**config.mk**
```make
export PLATFORM = sky130hd
export DESIGN_NAME = bfr_queue
export DESIGN_NICKNAME = d
export VERILOG_FILES = /design/src/rtl/core/bfr_pkg.sv /design/src/rtl/core/bfr_queue.sv
export SDC_FILE = /design/constraint.sdc
export NUM_CORES = 1
export LEC_CHECK = 0
export ABC_AREA = 1
export ABC_CLOCK_PERIOD_IN_PS = 3500
export BUFFER_PORTS_ARGS = -buffer_cell sky130_fd_sc_hd__buf_2
export CAP_MARGIN = 5
export CORE_MARGIN = 5
export CORE_UTILIZATION = 30
export CTS_CLUSTER_SIZE = 20
export DETAILED_ROUTE_END_ITERATION = 16
export GPL_TIMING_DRIVEN = 0
export SLEW_MARGIN = 20
export SYNTH_ARGS = -nofsm -noshare
export SYNTH_HDL_FRONTEND = slang
export SYNTH_SLANG_ARGS = --single-unit
```
**constraint.sdc**
```tcl
create_clock -name clk -period 3.5 [get_ports clk]
set_clock_uncertainty 0.1 [all_clocks]
set_input_delay 0.175 -clock clk [delete_from_list [all_inputs] [get_ports clk]]
set_output_delay 0.175 -clock clk [all_outputs]
set_load 0.005 [all_outputs]
```
**src/rtl/core/bfr_pkg.sv**
```systemverilog
// ----------------------------------------------------------------------------
// bfr_pkg
// Shared constants, types and arithmetic helpers for the bilateral filter.
// ----------------------------------------------------------------------------
`default_nettype none

package bfr_pkg;

  localparam int RADIUS     = 5;
  localparam int MAX_WIDTH  = 1024;
  localparam int MAX_HEIGHT = 1048576;
  localparam int DEPTH      = (2 * RADIUS + 1) * MAX_WIDTH;
  localparam int ADDR_W     = $clog2(DEPTH);
  localparam int COL_W      = $clog2(MAX_WIDTH + 1);
  localparam int ROW_W      = $clog2(MAX_HEIGHT + 1);
  localparam int RAD_W      = $clog2(RADIUS + 1);
  localparam int OFF_W      = RAD_W + 1;
  localparam int SD_W       = $clog2(2 * RADIUS * RADIUS + 1);
  localparam int SX_W       = SD_W + 16;
  localparam int D2_W       = 18;
  localparam int RX_W       = D2_W + 16 + 1 - 8;
  localparam int WSUM_W     = 32;
  localparam int SUM_W      = 40;
  localparam int NUM_W      = SUM_W + 1;
  localparam int DV_W       = WSUM_W + 7;
  localparam int EXP_LIMIT  = 3072;
  localparam int QDEPTH     = 4;
  localparam int QPTR_W     = $clog2(QDEPTH);

  localparam int CFG_IDX_W  = 8;
  localparam int CFG_DATA_W = 32;

  localparam logic [CFG_IDX_W-1:0] REG_FRAME_WIDTH  = CFG_IDX_W'(0);
  localparam logic [CFG_IDX_W-1:0] REG_FRAME_HEIGHT = CFG_IDX_W'(1);
  localparam logic [CFG_IDX_W-1:0] REG_SPATIAL_COEF = CFG_IDX_W'(2);
  localparam logic [CFG_IDX_W-1:0] REG_RANGE_COEF   = CFG_IDX_W'(3);

  localparam logic OP_PIXEL = 1'b0;
  localparam logic OP_DRAIN = 1'b1;

  typedef logic [23:0] bfr_pixel_t;

  typedef struct packed {
    logic              wr;
    bfr_pixel_t        px;
    logic [ADDR_W-1:0] wr_addr;
    logic              cmp;
    logic [ADDR_W-1:0] ctr_addr;
    logic [RAD_W-1:0]  up;
    logic [RAD_W-1:0]  down;
    logic [RAD_W-1:0]  left;
    logic [RAD_W-1:0]  right;
    logic              last;
  } bfr_job_t;

  function automatic logic [15:0] rmul(input logic [15:0] a, input logic [15:0] b);
    logic [31:0] p;
    p = 32'(a) * 32'(b) + 32'd32768;
    return p[31:16];
  endfunction

  function automatic logic [ADDR_W-1:0] addr_add(input logic [ADDR_W-1:0] a,
                                                 input logic [ADDR_W-1:0] b);
    logic [ADDR_W:0] s;
    s = {1'b0, a} + {1'b0, b};
    if (s >= (ADDR_W+1)'(DEPTH)) s = s - (ADDR_W+1)'(DEPTH);
    return s[ADDR_W-1:0];
  endfunction

  function automatic logic [ADDR_W-1:0] addr_sub(input logic [ADDR_W-1:0] a,
                                                 input logic [ADDR_W-1:0] b);
    logic [ADDR_W:0] s;
    if (a >= b) s = {1'b0, a} - {1'b0, b};
    else s = {1'b0, a} + (ADDR_W+1)'(DEPTH) - {1'b0, b};
    return s[ADDR_W-1:0];
  endfunction

  function automatic logic [15:0] exp_int(input logic [3:0] i);
    logic [15:0] v;
    case (i)
      4'd0: v = 16'd65535;
      4'd1: v = 16'd24109;
      4'd2: v = 16'd8869;
      4'd3: v = 16'd3263;
      4'd4: v = 16'd1200;
      4'd5: v = 16'd442;
      4'd6: v = 16'd162;
      4'd7: v = 16'd60;
      4'd8: v = 16'd22;
      4'd9: v = 16'd8;
      4'd10: v = 16'd3;
      4'd11: v = 16'd1;
      default: v = 16'd0;
    endcase
    return v;
  endfunction

  function automatic logic [15:0] exp_hi(input logic [3:0] i);
    logic [15:0] v;
    case (i)
      4'd0: v = 16'd65535;
      4'd1: v = 16'd61565;
      4'd2: v = 16'd57835;
      4'd3: v = 16'd54331;
      4'd4: v = 16'd51039;
      4'd5: v = 16'd47947;
      4'd6: v = 16'd45042;
      4'd7: v = 16'd42313;
      4'd8: v = 16'd39750;
      4'd9: v = 16'd37341;
      4'd10: v = 16'd35079;
      4'd11: v = 16'd32954;
      4'd12: v = 16'd30957;
      4'd13: v = 16'd29081;
      4'd14: v = 16'd27319;
      default: v = 16'd25664;
    endcase
    return v;
  endfunction

  function automatic logic [15:0] exp_lo(input logic [3:0] i);
    logic [15:0] v;
    case (i)
      4'd0: v = 16'd65535;
      4'd1: v = 16'd65280;
      4'd2: v = 16'd65026;
      4'd3: v = 16'd64772;
      4'd4: v = 16'd64520;
      4'd5: v = 16'd64268;
      4'd6: v = 16'd64018;
      4'd7: v = 16'd63768;
      4'd8: v = 16'd63520;
      4'd9: v = 16'd63272;
      4'd10: v = 16'd63025;
      4'd11: v = 16'd62780;
      4'd12: v = 16'd62535;
      4'd13: v = 16'd62291;
      4'd14: v = 16'd62048;
      default: v = 16'd61806;
    endcase
    return v;
  endfunction

endpackage

`default_nettype wire

```
**src/rtl/core/bfr_queue.sv**
```systemverilog
// ----------------------------------------------------------------------------
// bfr_queue
// Short job queue between the front and the window engine.
// ----------------------------------------------------------------------------
`default_nettype none

module bfr_queue (
  input  logic              clk,
  input  logic              rst,
  input  logic              push,
  input  bfr_pkg::bfr_job_t push_job,
  output logic              full,
  input  logic              pop,
  output logic              not_empty,
  output bfr_pkg::bfr_job_t pop_job
);
  import bfr_pkg::*;

  bfr_job_t          entries [QDEPTH];
  logic [QPTR_W-1:0] wp, rp;
  logic [QPTR_W:0]   count;

  assign full = count == (QPTR_W+1)'(QDEPTH);
  assign not_empty = count != '0;
  assign pop_job = entries[rp];

  always_ff @(posedge clk) begin
    if (push) entries[wp] <= push_job;
  end

  always_ff @(posedge clk) begin
    if (rst) begin
      wp <= '0;
      rp <= '0;
      count <= '0;
    end else begin
      if (push) wp <= wp + QPTR_W'(1);
      if (pop) rp <= rp + QPTR_W'(1);
      case ({push, pop})
        2'b10: count <= count + (QPTR_W+1)'(1);
        2'b01: count <= count - (QPTR_W+1)'(1);
        default: count <= count;
      endcase
    end
  end

endmodule

`default_nettype wire

```
Yosys cells after proc, flatten, opt, wreduce, memory -nomap -nowiden
Memory sizes are Yosys's and may differ from the RTL's. A register that Yosys moved wholly into a read port is not among the register bits. Cells that the tools add are included.

$add $sub $neg: 4. Eq/ne operators: 3. Muxes and demuxes: 5. Reduce and logical (&&, ||, !) cells: 2.

Operators by type and width (number): $pmux 3 s2 (1); $add 2x1->2 const B (2); $mux 2 (2); $add 3x1->3 const B (1); $eq 3x3->1 const B (1); $reduce_bool 3->1 (1); $sub 3x1->3 const B (1); $eq 2x1->1 const B (1); $eq 2x2->1 const B (1); $mux 1 (2); $reduce_bool 2->1 (1).

Register bits after elaboration: 7. RAM bits: 268. Input bits: 71. Output and inout bits: 69. Word-level logic and storage cells: 18. Memories kept: 1.

Memories: entries (words 4, width 67, read ports 1, clocked after Yosys merged registers in 1, wr ports 1, line bfr_queue.sv:19) `bfr_job_t entries [QDEPTH];`.

Depth between registers and ports, before layout
Depth in word-level cells: 3. Depth in mapped cells: 10. Gate-level depth less buffers: 10.

Worst setup path before layout
OpenSTA, ideal clock, no wires.

Path type: register -> register. Start: register wp[0]. End: memory entries[2][0] (netlist name) (enable). Data arrival time: 1890 ps. Required time: 2979 ps. Slack: 1089 ps. Stages on the path, launching flop included: 5. Period minus slack after synthesis: 2411 ps. Cells stage by stage: dfxtp_1 > inv_1 > ha_1 > nand2_1 > inv_1.

RTL lines: from (decl) (line bfr_queue.sv:20) `logic [QPTR_W-1:0] wp, rp;`; from (signal assigned) (line bfr_queue.sv:37) `if (push) wp <= wp + QPTR_W'(1);`; to (decl) (line bfr_queue.sv:19).

Straight into the memory's write port.

==> results.md <==
* Worst Max-Slew Pin Slew at 554 ps
* Max-Cap Viols at 0
* Yosys top cell by area: edfxtp_1
* Placer Congestion at 0.721
* Worst-path clk slew at 60 ps
* Grt total ovfl at 0
* Syn. warnings at 0
* DR DRC count at 0
* Mapped cell area at 10,400 µm²
* Top Layer Used: met4
* TritonCTS clock tree: yes
* CTS buffer count at 30
* TritonRoute pass-1 iters at 6
* Area growth, synth to finish at 29.1%
* Initial antenna violation count at 2
* Worst Slack Setup Final at 1100 ps
* Clock sinks at 277
* Vias in the first global route at 6,920
* Top cell type's share of synthesized area at 77.5%
* Drt total wl at 26.3 mm
* Endpoint type of the worst setup path: primary output
* Sw power at 1.69 mW
* Post-DRT Antenna Nets at 0
* Ranking of synthesized cells by area: edfxtp_1 78%, o21ai_0 6.6%, nor2_1 5.0%, o22ai_1 4.0%, dfxtp_1 1.7%
* Number of setup buffers added after CTS at 0
* Util after Layout at 39.0%
* Static Leak at 4.75 nW
* DIE HEIGHT at 196 µm
* Setup violators final at 0
* Synthesis-stage register bit count at 277
* Maximum vdd ir drop at 0.375 mV
* Minimum setup slack after placement at 1670 ps
* Die W at 196 µm
* Synth unique cells at 22
* Nets@finish at 1,028
* Critical path arrival at 2120 ps
* Routed met3 length at 1.35 mm
* Wire length on met1 at 11.8 mm
* Root buf cell: clkbuf_16
* Post-DP HPWL at 15.8 mm
* Worst setup path category: flop to primary output
* Total die area at 38,400 µm²
* Sequence of cells on the critical path: inv_2 > clkbuf_1 > o21ai_0 > o22ai_1 > buf_2
* Sequential power share at 50.7%
* Worst Hold Slack at 278 ps
* Worst hold start: push_job[42]
* Std-Cell Rows at 68
* First-pass GRT wire length at 40.2 mm
* Hold Buf Count CTS at 70
* Post-DR vias/cell at 4.59
* Slowest stage delay, CP at 450 ps
* Fmax at 0.417 GHz
* Clock Power Share at 39.5%
* PwrDens at 562 nW/µm²
* RSZ-0062 raised after global routing: no
* Reg2reg start: wp[0]$_SDFFE_PP0P_
* Run status: completed
* Most frequent cells in the layout: 268 x edfxtp_1, 153 x buf_2, 137 x nor2_1, 137 x o21ai_0, 70 x dlygate4sd3_1
* Commonest non-fill, non-tap cell in the layout: edfxtp_1
* CP required at 3220 ps
* All-Layer GR Usage at 13.3%
* Largest net degree at the start of global routing at 45
* Register area share after synthesis at 79.2%
* Starting DRT DRC Count at 286
* Routed length on met2 at 12.6 mm
* Final Max Slew Viols at 0
* Min Tclk post-route at 2400 ps
* Net Sw Frac at 22.5%
* Post-Syn Nets at 783
* Pint at 5.83 mW
* Worst path slowest cell: clkbuf_1
* Initial core utilization at 30.2%
* Ports at 140
* Final Total Pwr at 7.53 mW
* Largest fanout on the critical path at 10
* Post-Syn Instances at 706
* Max Root-Sink Buffers at 3
* Via Count at 6,560
* Post_cts resized at 0
* Share of layout cells above drive strength 1 at 23.0%
* Core area at 34,400 µm²
* Worst Hold Class: input pin to flop
* Syn Area/Cell at 14.7 µm²
* Final Hold Fails at 0
* CTS H-Tree Depth at 1
* # port buffers at 139
* Avg WL per Cell at 18.4 µm
* Power share of the combinational group at 9.8%
* Clock latency on the worst-skew pair at 540 ps
* Tcrit/Tclk final at 68.6%
* Critical path startpoint category: flop
* Max-slew headroom at 63.1%
## area by class of cell
type / instances / area (µm²)
multi-input cells: 368 / 1800
repair buffers: 213 / 1510
diodes: 1 / 2.50
flip-flops and latches: 277 / 8230
clock buffers: 45 / 858
clock inverters: 8 / 73.8
well taps: 455 / 569
plain buffers: 43 / 285
fillers: 3285 / 21000
inverters: 18 / 82.6
## power by group through the flow
| stage | Clock, mW | Combinational, mW | Sequential (mW) |
|---|---|---|---|
| global placement | 0 | 0.669 | 3.90 |
| CTS | 3.07 | 0.764 | 3.82 |
| floorplan | 0 | 0.331 | 3.89 |
| global route | 3.19 | 0.827 | 3.83 |
| finish | 2.97 | 0.740 | 3.82 |
| detailed placement | 0 | 0.699 | 3.89 |
## kinds of logic after synthesis
family	share of synthesized area, %
DFF	79.2
and+or+nand+nor	5.48
adders and majority gates	0.795
buffers and inverters	3.45
AOI/OAI and AO/OA	11.0
## critical path: cells and delay by family (launching register included)
kind / cells / cell delay [ps]
buffers and inverters: 3 / 750
AOI/OAI and AO/OA: 2 / 450
DFF: 1 / 380
## through the flow
step                cell area [µm²]  setup TNS (ps)  std cells
global placement              11600          -30810       1300
CTS                           13400               0       1427
global route                  13400               0       1428
detailed placement            11800               0       1304
finish                        13400               0       1428
floorplan                     10400               0        706
## per-layer routing
layer	up-vias	track usage (%)
met5	-	0
met2	148	22.2
met1	3233	17.9
met3	34	2.87
met4	0	3.21
li1	3145	-
## cells in the mapped netlist
cell        n
edfxtp_1  268
nor2_1    137
o21ai_0   137
o22ai_1    67
inv_1      16
buf_2      14
buf_6      10
dfxtp_1     9
nand2_1     9
clkbuf_1    8
clkbuf_2    7
a21oi_1     5
ha_1        5
clkbuf_4    3
o21ai_1     3
nand3_1     2
buf_8       1
fa_1        1
inv_2       1
inv_6       1
nand4_1     1
nor3_1      1
## worst paths after layout
kind,to,slack (ps),depth (start not counted)
worst max register to register,entries[0][41]$_DFFE_PP_,1720,5
worst max-delay path,pop_job[65],1100,5
worst min register to register,flop,350,1
worst min-delay path,entries[0][42]$_DFFE_PP_,280,2
## state kept, by name, indices dropped and copies added, names as in the netlist, named ones only
register  count
rp            2
wp            2
entries     268
count         3
Note: power is estimated with default switching activity, not from simulation.
