[src/rtl/core/bfr_pkg.sv]
// ----------------------------------------------------------------------------
// bfr_pkg
// Shared constants, types and arithmetic helpers for the bilateral filter.
// ----------------------------------------------------------------------------
`default_nettype none

package bfr_pkg;

  localparam int RADIUS     = 5;
  localparam int MAX_WIDTH  = 1024;
  localparam int MAX_HEIGHT = 1048576;
  localparam int DEPTH      = (2 * RADIUS + 1) * MAX_WIDTH;
  localparam int ADDR_W     = $clog2(DEPTH);
  localparam int COL_W      = $clog2(MAX_WIDTH + 1);
  localparam int ROW_W      = $clog2(MAX_HEIGHT + 1);
  localparam int RAD_W      = $clog2(RADIUS + 1);
  localparam int OFF_W      = RAD_W + 1;
  localparam int SD_W       = $clog2(2 * RADIUS * RADIUS + 1);
  localparam int SX_W       = SD_W + 16;
  localparam int D2_W       = 18;
  localparam int RX_W       = D2_W + 16 + 1 - 8;
  localparam int WSUM_W     = 32;
  localparam int SUM_W      = 40;
  localparam int NUM_W      = SUM_W + 1;
  localparam int DV_W       = WSUM_W + 7;
  localparam int EXP_LIMIT  = 3072;
  localparam int QDEPTH     = 4;
  localparam int QPTR_W     = $clog2(QDEPTH);

  localparam int CFG_IDX_W  = 8;
  localparam int CFG_DATA_W = 32;

  localparam logic [CFG_IDX_W-1:0] REG_FRAME_WIDTH  = CFG_IDX_W'(0);
  localparam logic [CFG_IDX_W-1:0] REG_FRAME_HEIGHT = CFG_IDX_W'(1);
  localparam logic [CFG_IDX_W-1:0] REG_SPATIAL_COEF = CFG_IDX_W'(2);
  localparam logic [CFG_IDX_W-1:0] REG_RANGE_COEF   = CFG_IDX_W'(3);

  localparam logic OP_PIXEL = 1'b0;
  localparam logic OP_DRAIN = 1'b1;

  typedef logic [23:0] bfr_pixel_t;

  typedef struct packed {
    logic              wr;
    bfr_pixel_t        px;
    logic [ADDR_W-1:0] wr_addr;
    logic              cmp;
    logic [ADDR_W-1:0] ctr_addr;
    logic [RAD_W-1:0]  up;
    logic [RAD_W-1:0]  down;
    logic [RAD_W-1:0]  left;
    logic [RAD_W-1:0]  right;
    logic              last;
  } bfr_job_t;

  function automatic logic [15:0] rmul(input logic [15:0] a, input logic [15:0] b);
    logic [31:0] p;
    p = 32'(a) * 32'(b) + 32'd32768;
    return p[31:16];
  endfunction

  function automatic logic [ADDR_W-1:0] addr_add(input logic [ADDR_W-1:0] a,
                                                 input logic [ADDR_W-1:0] b);
    logic [ADDR_W:0] s;
    s = {1'b0, a} + {1'b0, b};
    if (s >= (ADDR_W+1)'(DEPTH)) s = s - (ADDR_W+1)'(DEPTH);
    return s[ADDR_W-1:0];
  endfunction

  function automatic logic [ADDR_W-1:0] addr_sub(input logic [ADDR_W-1:0] a,
                                                 input logic [ADDR_W-1:0] b);
    logic [ADDR_W:0] s;
    if (a >= b) s = {1'b0, a} - {1'b0, b};
    else s = {1'b0, a} + (ADDR_W+1)'(DEPTH) - {1'b0, b};
    return s[ADDR_W-1:0];
  endfunction

  function automatic logic [15:0] exp_int(input logic [3:0] i);
    logic [15:0] v;
    case (i)
      4'd0: v = 16'd65535;
      4'd1: v = 16'd24109;
      4'd2: v = 16'd8869;
      4'd3: v = 16'd3263;
      4'd4: v = 16'd1200;
      4'd5: v = 16'd442;
      4'd6: v = 16'd162;
      4'd7: v = 16'd60;
      4'd8: v = 16'd22;
      4'd9: v = 16'd8;
      4'd10: v = 16'd3;
      4'd11: v = 16'd1;
      default: v = 16'd0;
    endcase
    return v;
  endfunction

  function automatic logic [15:0] exp_hi(input logic [3:0] i);
    logic [15:0] v;
    case (i)
      4'd0: v = 16'd65535;
      4'd1: v = 16'd61565;
      4'd2: v = 16'd57835;
      4'd3: v = 16'd54331;
      4'd4: v = 16'd51039;
      4'd5: v = 16'd47947;
      4'd6: v = 16'd45042;
      4'd7: v = 16'd42313;
      4'd8: v = 16'd39750;
      4'd9: v = 16'd37341;
      4'd10: v = 16'd35079;
      4'd11: v = 16'd32954;
      4'd12: v = 16'd30957;
      4'd13: v = 16'd29081;
      4'd14: v = 16'd27319;
      default: v = 16'd25664;
    endcase
    return v;
  endfunction

  function automatic logic [15:0] exp_lo(input logic [3:0] i);
    logic [15:0] v;
    case (i)
      4'd0: v = 16'd65535;
      4'd1: v = 16'd65280;
      4'd2: v = 16'd65026;
      4'd3: v = 16'd64772;
      4'd4: v = 16'd64520;
      4'd5: v = 16'd64268;
      4'd6: v = 16'd64018;
      4'd7: v = 16'd63768;
      4'd8: v = 16'd63520;
      4'd9: v = 16'd63272;
      4'd10: v = 16'd63025;
      4'd11: v = 16'd62780;
      4'd12: v = 16'd62535;
      4'd13: v = 16'd62291;
      4'd14: v = 16'd62048;
      default: v = 16'd61806;
    endcase
    return v;
  endfunction

endpackage

`default_nettype wire

[src/rtl/core/bfr_ifs.sv]
// ----------------------------------------------------------------------------
// bfr_ifs
// Channel interfaces: pixel items in, filtered items out, register writes.
// ----------------------------------------------------------------------------
`default_nettype none

interface bfr_in_if;
  logic       valid;
  logic       ready;
  logic       operation;
  logic [7:0] blue_in;
  logic [7:0] green_in;
  logic [7:0] red_in;
  modport source(output valid, operation, blue_in, green_in, red_in, input ready);
  modport sink(input valid, operation, blue_in, green_in, red_in, output ready);
endinterface


`default_nettype wire

[src/rtl/core/bfr_front.sv]
// ----------------------------------------------------------------------------
// bfr_front
// Accepts items, tracks input and output positions, issues store and window jobs.
// ----------------------------------------------------------------------------
`default_nettype none

module bfr_front (
  input  logic             clk,
  input  logic             rst,
  bfr_in_if.sink           pixels,
  input  logic [bfr_pkg::COL_W-1:0] width,
  input  logic [bfr_pkg::ROW_W-1:0] height,
  input  logic             q_full,
  output logic             q_push,
  output bfr_pkg::bfr_job_t q_job
);
  import bfr_pkg::*;

  logic [COL_W-1:0]  in_column, out_column;
  logic [ROW_W-1:0]  in_row, out_row;
  logic [ADDR_W-1:0] in_addr, out_addr;

  logic              acc, complete, is_pix, rdy, wr, last;
  logic [ROW_W:0]    orr;
  logic [COL_W:0]    occ;
  logic [ROW_W-1:0]  hm1, rr;
  logic [COL_W-1:0]  wm1, cc;
  logic              row_past, row_at;
  logic [COL_W-1:0]  in_col_inc, out_col_inc;
  logic [ROW_W-1:0]  out_row_inc;

  assign pixels.ready = !q_full;
  assign acc = pixels.valid && pixels.ready;

  always_comb begin
    hm1 = height - ROW_W'(1);
    wm1 = width - COL_W'(1);
    orr = {1'b0, out_row} + (ROW_W+1)'(RADIUS);
    occ = {1'b0, out_column} + (COL_W+1)'(RADIUS);
    rr = (orr > {1'b0, hm1}) ? hm1 : orr[ROW_W-1:0];
    cc = (occ > {1'b0, wm1}) ? wm1 : occ[COL_W-1:0];
    complete = in_row >= height;
    is_pix = (pixels.operation == OP_PIXEL) && !complete;
    row_past = in_row > rr;
    row_at = in_row == rr;
    if (is_pix) rdy = row_past || (row_at && in_column >= cc);
    else rdy = complete || row_past || (row_at && in_column > cc);
    in_col_inc = in_column + COL_W'(1);
    out_col_inc = out_column + COL_W'(1);
    out_row_inc = out_row + ROW_W'(1);
    last = (out_col_inc >= width) && (out_row_inc >= height);
    wr = is_pix && !(rdy && last);
    q_push = acc && (wr || rdy);

    q_job.wr = is_pix;
    q_job.px = {pixels.red_in, pixels.green_in, pixels.blue_in};
    q_job.wr_addr = in_addr;
    q_job.cmp = rdy;
    q_job.ctr_addr = out_addr;
    q_job.up = (out_row > ROW_W'(RADIUS)) ? RAD_W'(RADIUS) : RAD_W'(out_row);
    q_job.left = (out_column > COL_W'(RADIUS)) ? RAD_W'(RADIUS) : RAD_W'(out_column);
    q_job.down = (orr > {1'b0, hm1}) ? RAD_W'(hm1 - out_row) : RAD_W'(RADIUS);
    q_job.right = (occ > {1'b0, wm1}) ? RAD_W'(wm1 - out_column) : RAD_W'(RADIUS);
    q_job.last = last;
  end

  always_ff @(posedge clk) begin
    if (rst) begin
      in_column <= '0;
      in_row <= '0;
      in_addr <= '0;
      out_column <= '0;
      out_row <= '0;
      out_addr <= '0;
    end else if (acc) begin
      if (rdy && last) begin
        in_column <= '0;
        in_row <= '0;
        in_addr <= '0;
        out_column <= '0;
        out_row <= '0;
        out_addr <= '0;
      end else begin
        if (wr) begin
          in_addr <= addr_add(in_addr, ADDR_W'(1));
          if (in_col_inc >= width) begin
            in_column <= '0;
            in_row <= in_row + ROW_W'(1);
          end else begin
            in_column <= in_col_inc;
          end
        end
        if (rdy) begin
          out_addr <= addr_add(out_addr, ADDR_W'(1));
          if (out_col_inc >= width) begin
            out_column <= '0;
            out_row <= out_row_inc;
          end else begin
            out_column <= out_col_inc;
          end
        end
      end
    end
  end

endmodule

`default_nettype wire

[src/flat_wrapper.sv]
// flat-port wrapper written by rule: the top's interface ports become plain ports
module bfr_front_flat import bfr_pkg::*;
  (clk, rst, width, height, q_full, q_push, q_job, pixels_valid, pixels_operation, pixels_blue_in, pixels_green_in, pixels_red_in, pixels_ready);
  bfr_in_if pixels_i ();
  input  logic clk;
  input  logic rst;
  input  logic [bfr_pkg::COL_W-1:0] width;
  input  logic [bfr_pkg::ROW_W-1:0] height;
  input  logic q_full;
  output logic q_push;
  output bfr_pkg::bfr_job_t q_job;
  input wire logic [$bits(pixels_i.valid)-1:0] pixels_valid;
  input wire logic [$bits(pixels_i.operation)-1:0] pixels_operation;
  input wire logic [$bits(pixels_i.blue_in)-1:0] pixels_blue_in;
  input wire logic [$bits(pixels_i.green_in)-1:0] pixels_green_in;
  input wire logic [$bits(pixels_i.red_in)-1:0] pixels_red_in;
  output wire logic [$bits(pixels_i.ready)-1:0] pixels_ready;
  assign pixels_i.valid = pixels_valid;
  assign pixels_i.operation = pixels_operation;
  assign pixels_i.blue_in = pixels_blue_in;
  assign pixels_i.green_in = pixels_green_in;
  assign pixels_i.red_in = pixels_red_in;
  assign pixels_ready = pixels_i.ready;
  bfr_front u_core (.clk(clk), .rst(rst), .pixels(pixels_i), .width(width), .height(height), .q_full(q_full), .q_push(q_push), .q_job(q_job));
endmodule
[config.mk]
export PLATFORM = sky130hd
export DESIGN_NAME = bfr_front_flat
export DESIGN_NICKNAME = d
export VERILOG_FILES = /design/src/rtl/core/bfr_pkg.sv /design/src/rtl/core/bfr_ifs.sv /design/src/rtl/core/bfr_front.sv /design/src/flat_wrapper.sv
export SDC_FILE = /design/constraint.sdc
export NUM_CORES = 1
export LEC_CHECK = 0
export ABC_AREA = 1
export BUFFER_PORTS_ARGS = -buffer_cell sky130_fd_sc_hd__clkbuf_2
export CAP_MARGIN = 20
export CORE_MARGIN = 8
export CORE_UTILIZATION = 62
export DETAILED_ROUTE_END_ITERATION = 16
export HOLD_SLACK_MARGIN = 0.06
export PLACE_DENSITY = 0.84
export SETUP_SLACK_MARGIN = 0.1
export SLEW_MARGIN = 40
export SYNTH_ARGS = -nofsm -noshare
export SYNTH_HDL_FRONTEND = slang
export SYNTH_SLANG_ARGS = --single-unit
[constraint.sdc]
create_clock -name clk -period 8 [get_ports clk]
set_clock_uncertainty 0.1 [all_clocks]
set_input_delay 0.8 -clock clk [delete_from_list [all_inputs] [get_ports clk]]
set_output_delay 0.8 -clock clk [all_outputs]
set_load 0.02 [all_outputs]
-- After elaboration in Yosys (flattened, before gate mapping)
Index checks and enable logic that the tools add are counted.
- reductions and logical operators: 23
- bitwise logic cells: 1
- equal/unequal tests: 1
- $lt $le $gt $ge: 13
- multiplexer cells: 25
- $add $sub $neg: 14
- operators by type and width (cell ; count):
    $mux W21 ; 7
    $mux W14 ; 6
    $mux W11 ; 7
    $add A21 B1 Y21 const B ; 2
    $ge A21 B21 Y1 ; 2
    $ge A11 B11 Y1 ; 3
    $add A14 B1 Y15 const B ; 2
    $ge A15 B14 Y1 const B ; 2
    $sub A14 B14 Y14 const B ; 2
    $add A11 B1 Y11 const B ; 2
    $add A21 B3 Y22 const B ; 1
    $gt A22 B21 Y1 ; 1
    $eq A21 B21 Y1 ; 1
    $gt A21 B21 Y1 ; 1
    $gt A21 B3 Y1 const B ; 1
    $sub A21 B1 Y21 const B ; 1
    $add A11 B3 Y12 const B ; 1
    $gt A12 B11 Y1 ; 1
    $mux W3 ; 4
    $gt A11 B11 Y1 ; 1
    $gt A11 B3 Y1 const B ; 1
    $sub A11 B1 Y11 const B ; 1
    $logic_and A1 B1 Y1 ; 8
    $reduce_bool A2 Y1 ; 4
    other kinds (7) ; 15
- logic and storage cells: 83
- register bits: 92
- output and inout port bits: 69
- bits of input ports: 61

-- Depth between registers and ports, before layout
- depth after elaboration: 12
- mapped depth: 37
- depth with buffers taken out: 35

-- Worst setup path before layout
OpenSTA, ideal clock, no wires.
- path type: input to output
- from: input height[1] (netlist bit)
- to: output q_job[27] (netlist bit)
- required time: 7.100 ns
- path buffers: 3
- arrival: 4.519 ns
- cell stages on the path: 29
- path slack: 2.581 ns
- cells stage by stage: inv_1 -> ha_1 -> nand2_1 -> nor3_1 -> nand3_1 -> nor4_1 -> nand2_1 -> xor2_1 -> ha_1 -> nand4_1 -> nor2_1 -> nand3_1 -> a21boi_2 -> buf_6 -> buf_6 -> nand2_1 -> o21ai_0 -> ha_1 -> nand2_1 -> nor2_1 -> nand2_1 -> nor3_1 -> nand2_1 -> nand3_1 -> nand2_1 -> nand3_2 -> nand2_1 -> inv_1 -> buf_4
- word-level cells in the longest chain between the ends: 7
- elaborated cells on any way between the ends: 14
- classes of those cells: add/sub: 1; order compare: 3; eq/ne: 1; mux: 2; reduce/logical: 7
- RTL lines (element ; RTL line ; RTL):
    from (decl) ; flat_wrapper.sv:8 ; input logic [bfr_pkg::ROW_W-1:0] height;
    $sub A21 B1 Y21 ; bfr_front.sv:36 ; hm1 = height - ROW_W'(1);
    $gt A22 B21 Y1 ; bfr_front.sv:40 ; rr = (orr > {1'b0, hm1}) ? hm1 : orr[ROW_W-1:0];
    $mux W21 ; bfr_front.sv:40 ;
    $gt A21 B21 Y1 or $eq A21 B21 Y1 (tied branches) ; bfr_front.sv:44, bfr_front.sv:45 ;
    $logic_or A1 B1 Y1 (tied with other cells) ; bfr_front.sv:47 ; else rdy = complete || row_past || (row_at && in_column > cc);
    $logic_or A1 B1 Y1, on equally long branches ; bfr_front.sv:47, bfr_front.sv:46 ;
    $mux W1 * ; bfr_front.sv:46 ; if (is_pix) rdy = row_past || (row_at && in_column >= cc);
    to (decl) ; flat_wrapper.sv:11 ; output bfr_pkg::bfr_job_t q_job;
Every way passes the cells marked *; elsewhere a longest branch is shown, timed or not.

==> run_results.csv <==
group,metric,value,unit
worst_hold_path,hp-class,"reg2reg",
power,p_leak,6.03,nW
floorplan,fp-row-count,49,
critical_path,worst-r2r-cell-count,29,
route,route.vias.total,11413,
logic_synthesis,synth_cells,1781,
route,wl,31.5,mm
route,drt-pass1-iter-count,5,
critical_path,path_depth,28,
worst_hold_path,min_path_cells,2,
grt,gr-total-overflow,0,
critical_path,crit_slowest_cell,"nor3_1",
place,placedCellCount,2031,
place,dp_hpwl,25.3,mm
run_status,outcome,"completed",
clock_network,tritoncts,"done",
place,gp_congestion,1.02,
grt,grt_use_total,28.2,%
sta,hold_violations,0,
clock_network,cts_max_level,3,
logic_synthesis,synth_seq_cells,92,
critical_path,critPathKind,"in2out",
clock_network,hold_buffers,0,
critical_path,max_stage_delay,0.48,ns
floorplan,start_util,62.4,%
sta,slew_viol_final,0,
critical_path,crit_top_cell,"nand2_1",
clock_network,clk_latency,0.36,ns
grt,grt_pass1_wl,51.8,mm
layout,n_antenna_cell,0,
route,drt-wirelength-per-cell,15.4,um
logic_synthesis,synth_edf_count,0,
sta,timing.setup.tns,0,ns
route,drtIter0Drc,866,
layout,final_net_count,2018,
grt,antenna_found_initial,0,
sta,period_needed,6.68,ns
sta,maxSlewHeadroom,48.5,%
sta,worstMarginPinSlew,0.768,ns
route,ant_nets,0,
critical_path,arrival,5.78,ns
grt,grt_max_degree,61,
logic_synthesis,synth_nets,1986,
clock_network,post-cts-setup-buffers,0,
grt,grt_pass1_vias,10744,
logic_synthesis,yosysSeqAreaShare,16.7,%
clock_network,cts_root_buf,"clkbuf_16",
sta,min_period_over_period,83.5,%
place,port_buffers,81,
logic_synthesis,synth_cell_types,56,
critical_path,endpoint_kind,"output pin",
layout,drive_gt1_share,7.48,%
critical_path,critPathBufInv,6,
sta,max_freq,150,MHz
clock_network,numCtsBuffers,9,
layout,areaGrowthSynthToFinish,5.24,%
power,ir_drop,90.3,uV
clock_network,cts_resized,0,
critical_path,critical_path_peak_fanout,28,
layout,multiInputGateArea,0.00787,mm^2
logic_synthesis,syn_area_per_cell,6.21,um^2
clock_network,cts_buffer_depth,2,
logic_synthesis,ys_warn_count,0,
clock_network,cts.sinks,92,
critical_path,required,7.10,ns
logic_synthesis,ys.flop_type,"dfxtp_1",
sta,rsz0062_at_grt,"false",
logic_synthesis,async_flop_share,0,%
power,power_density,106,mW/mm^2
layout,instances_no_fill,2047,
logic_synthesis,netlist_area,0.0111,mm^2
layout,seq_area,0.00184,mm^2
floorplan,core_area,0.0177,mm^2
floorplan,die_h,150,um
sta,setup_viol,0,
floorplan,fp.dieW,150,um
route,drc,0,
flow_run,cap_viol_max_count,0,
route,viasPerCell,5.58,
floorplan,ioPinCount,130,
clock_network,clkTransAtPathRegs,0.08,ns
critical_path,crit_family,"simple AND/OR/NAND/NOR gates",
floorplan,dieArea,0.0224,mm^2
layout,fillers,1707,
critical_path,cp-start-kind,"primary input",
-- routing by layer --
| layer | track usage, % | routed length [um] | part of all wire (%) |
|---|---|---|---|
| met1 | 35.7 | 13800 | 44 |
| met2 | 47.8 | 14700 | 47 |
| met3 | 4.20 | 2140 | 6.8 |
| met4 | 9.59 | 777 | 2.5 |
| met5 | 0 | 0 | 0 |
-- worst register-to-register path: cells and delay by family, from the launching register on --
kind	cells	cell delay, ns
adders and majority gates	3	0.81
buffers and inverters	3	0.52
DFF	1	0.50
xor gates and xnor gates	1	0.36
and+or+nand+nor	16	2.69
AOI/OAI and AO/OA	6	1.32
-- area by class of cell --
type	count	area share, %
Timing Repair Buffer	84	3.68
Clock buffer	9	1.94
Sequential cell	92	15.8
Tap cell	229	2.46
Multi-Input combinational cell	1384	67.6
Inverter	242	7.81
Clock inverter	7	0.645
-- path summary, 6_finish.rpt --
path / from / endpoint / slack [ns]
max: height[0] / q_job[27] / 1.32
min: u_core.out_addr[3] / u_core.out_addr[3] / 0.43
max reg2reg: u_core.out_row[0] / u_core.in_column[4] / 1.57
min reg2reg: u_core.out_addr[3] / u_core.out_addr[3] / 0.43
-- metrics by stage --
step | worst slack, ns | area [um^2] | hold WS (ns) | util, % | power [W]
global route | 0.864 | 11600 | 0.452 | 65.6 | 0.00129
finish | 1.32 | 11600 | 0.428 | 65.6 | 0.00123
global placement | 1.46 | 11300 | 0.399 | 64.0 | 0.000780
floorplan | 2.58 | 11100 | 0.369 | - | 0.000722
CTS | 1.43 | 11600 | 0.422 | 65.6 | 0.00123
detailed placement | 1.28 | 11300 | 0.408 | 64.0 | 0.000788
-- state kept, by name, summed over array words and instances, names as in the netlist --
name / count
u_core.out_row: 21
u_core.in_column: 11
u_core.in_row: 21
u_core.out_column: 11
u_core.out_addr: 14
u_core.in_addr: 14
-- cells by family (layout without fill, tap and decap cells) --
group / count (synthesis) / in the layout / synth area share, %
and+or+nand+nor: 924 / 924 / 35.8
DFF: 92 / 92 / 16.7
AOI/OAI and AO/OA: 211 / 211 / 10.6
adders and majority gates: 144 / 144 / 16.4
xor gates and xnor gates: 105 / 105 / 8.32
buffers and inverters: 305 / 342 / 12.2
-- cells in the final DEF, fill, tap and decap left out, drive strengths merged, types with 11 or more instances in the layout --
cell type,instances
ha,142
nor2,259
inv,244
o21ai,89
nor3,41
nand3,96
nand4,52
clkbuf,90
xor2,94
xnor2,11
nand2,455
dfxtp,92
a21oi,90
-- synth_stat cells (all sizes together), types with 9 or more instances --
cell | instances | area share, %
inv | 240 | 8.2
nand2 | 455 | 16
ha | 142 | 16
dfxtp | 92 | 17
buf | 54 | 3.6
clkbuf | 9 | 0.32
nor2 | 259 | 9.2
nor3 | 41 | 1.9
o21ai | 89 | 4.1
xnor2 | 11 | 0.87
nand4 | 52 | 3.1
a21oi | 90 | 4.2
nand3 | 96 | 4.6
xor2 | 94 | 7.4
-- report_power, final --
| part | leakage, nW | total, W | switching, W | internal [W] |
|---|---|---|---|---|
| logic | 5.14 | 0.000298 | 0.000198 | 0.0000994 |
| registers | 0.744 | 0.000485 | 0.0000164 | 0.000469 |
| clock network | 0.145 | 0.000447 | 0.000224 | 0.000222 |
(Power assumes the default switching activity.)
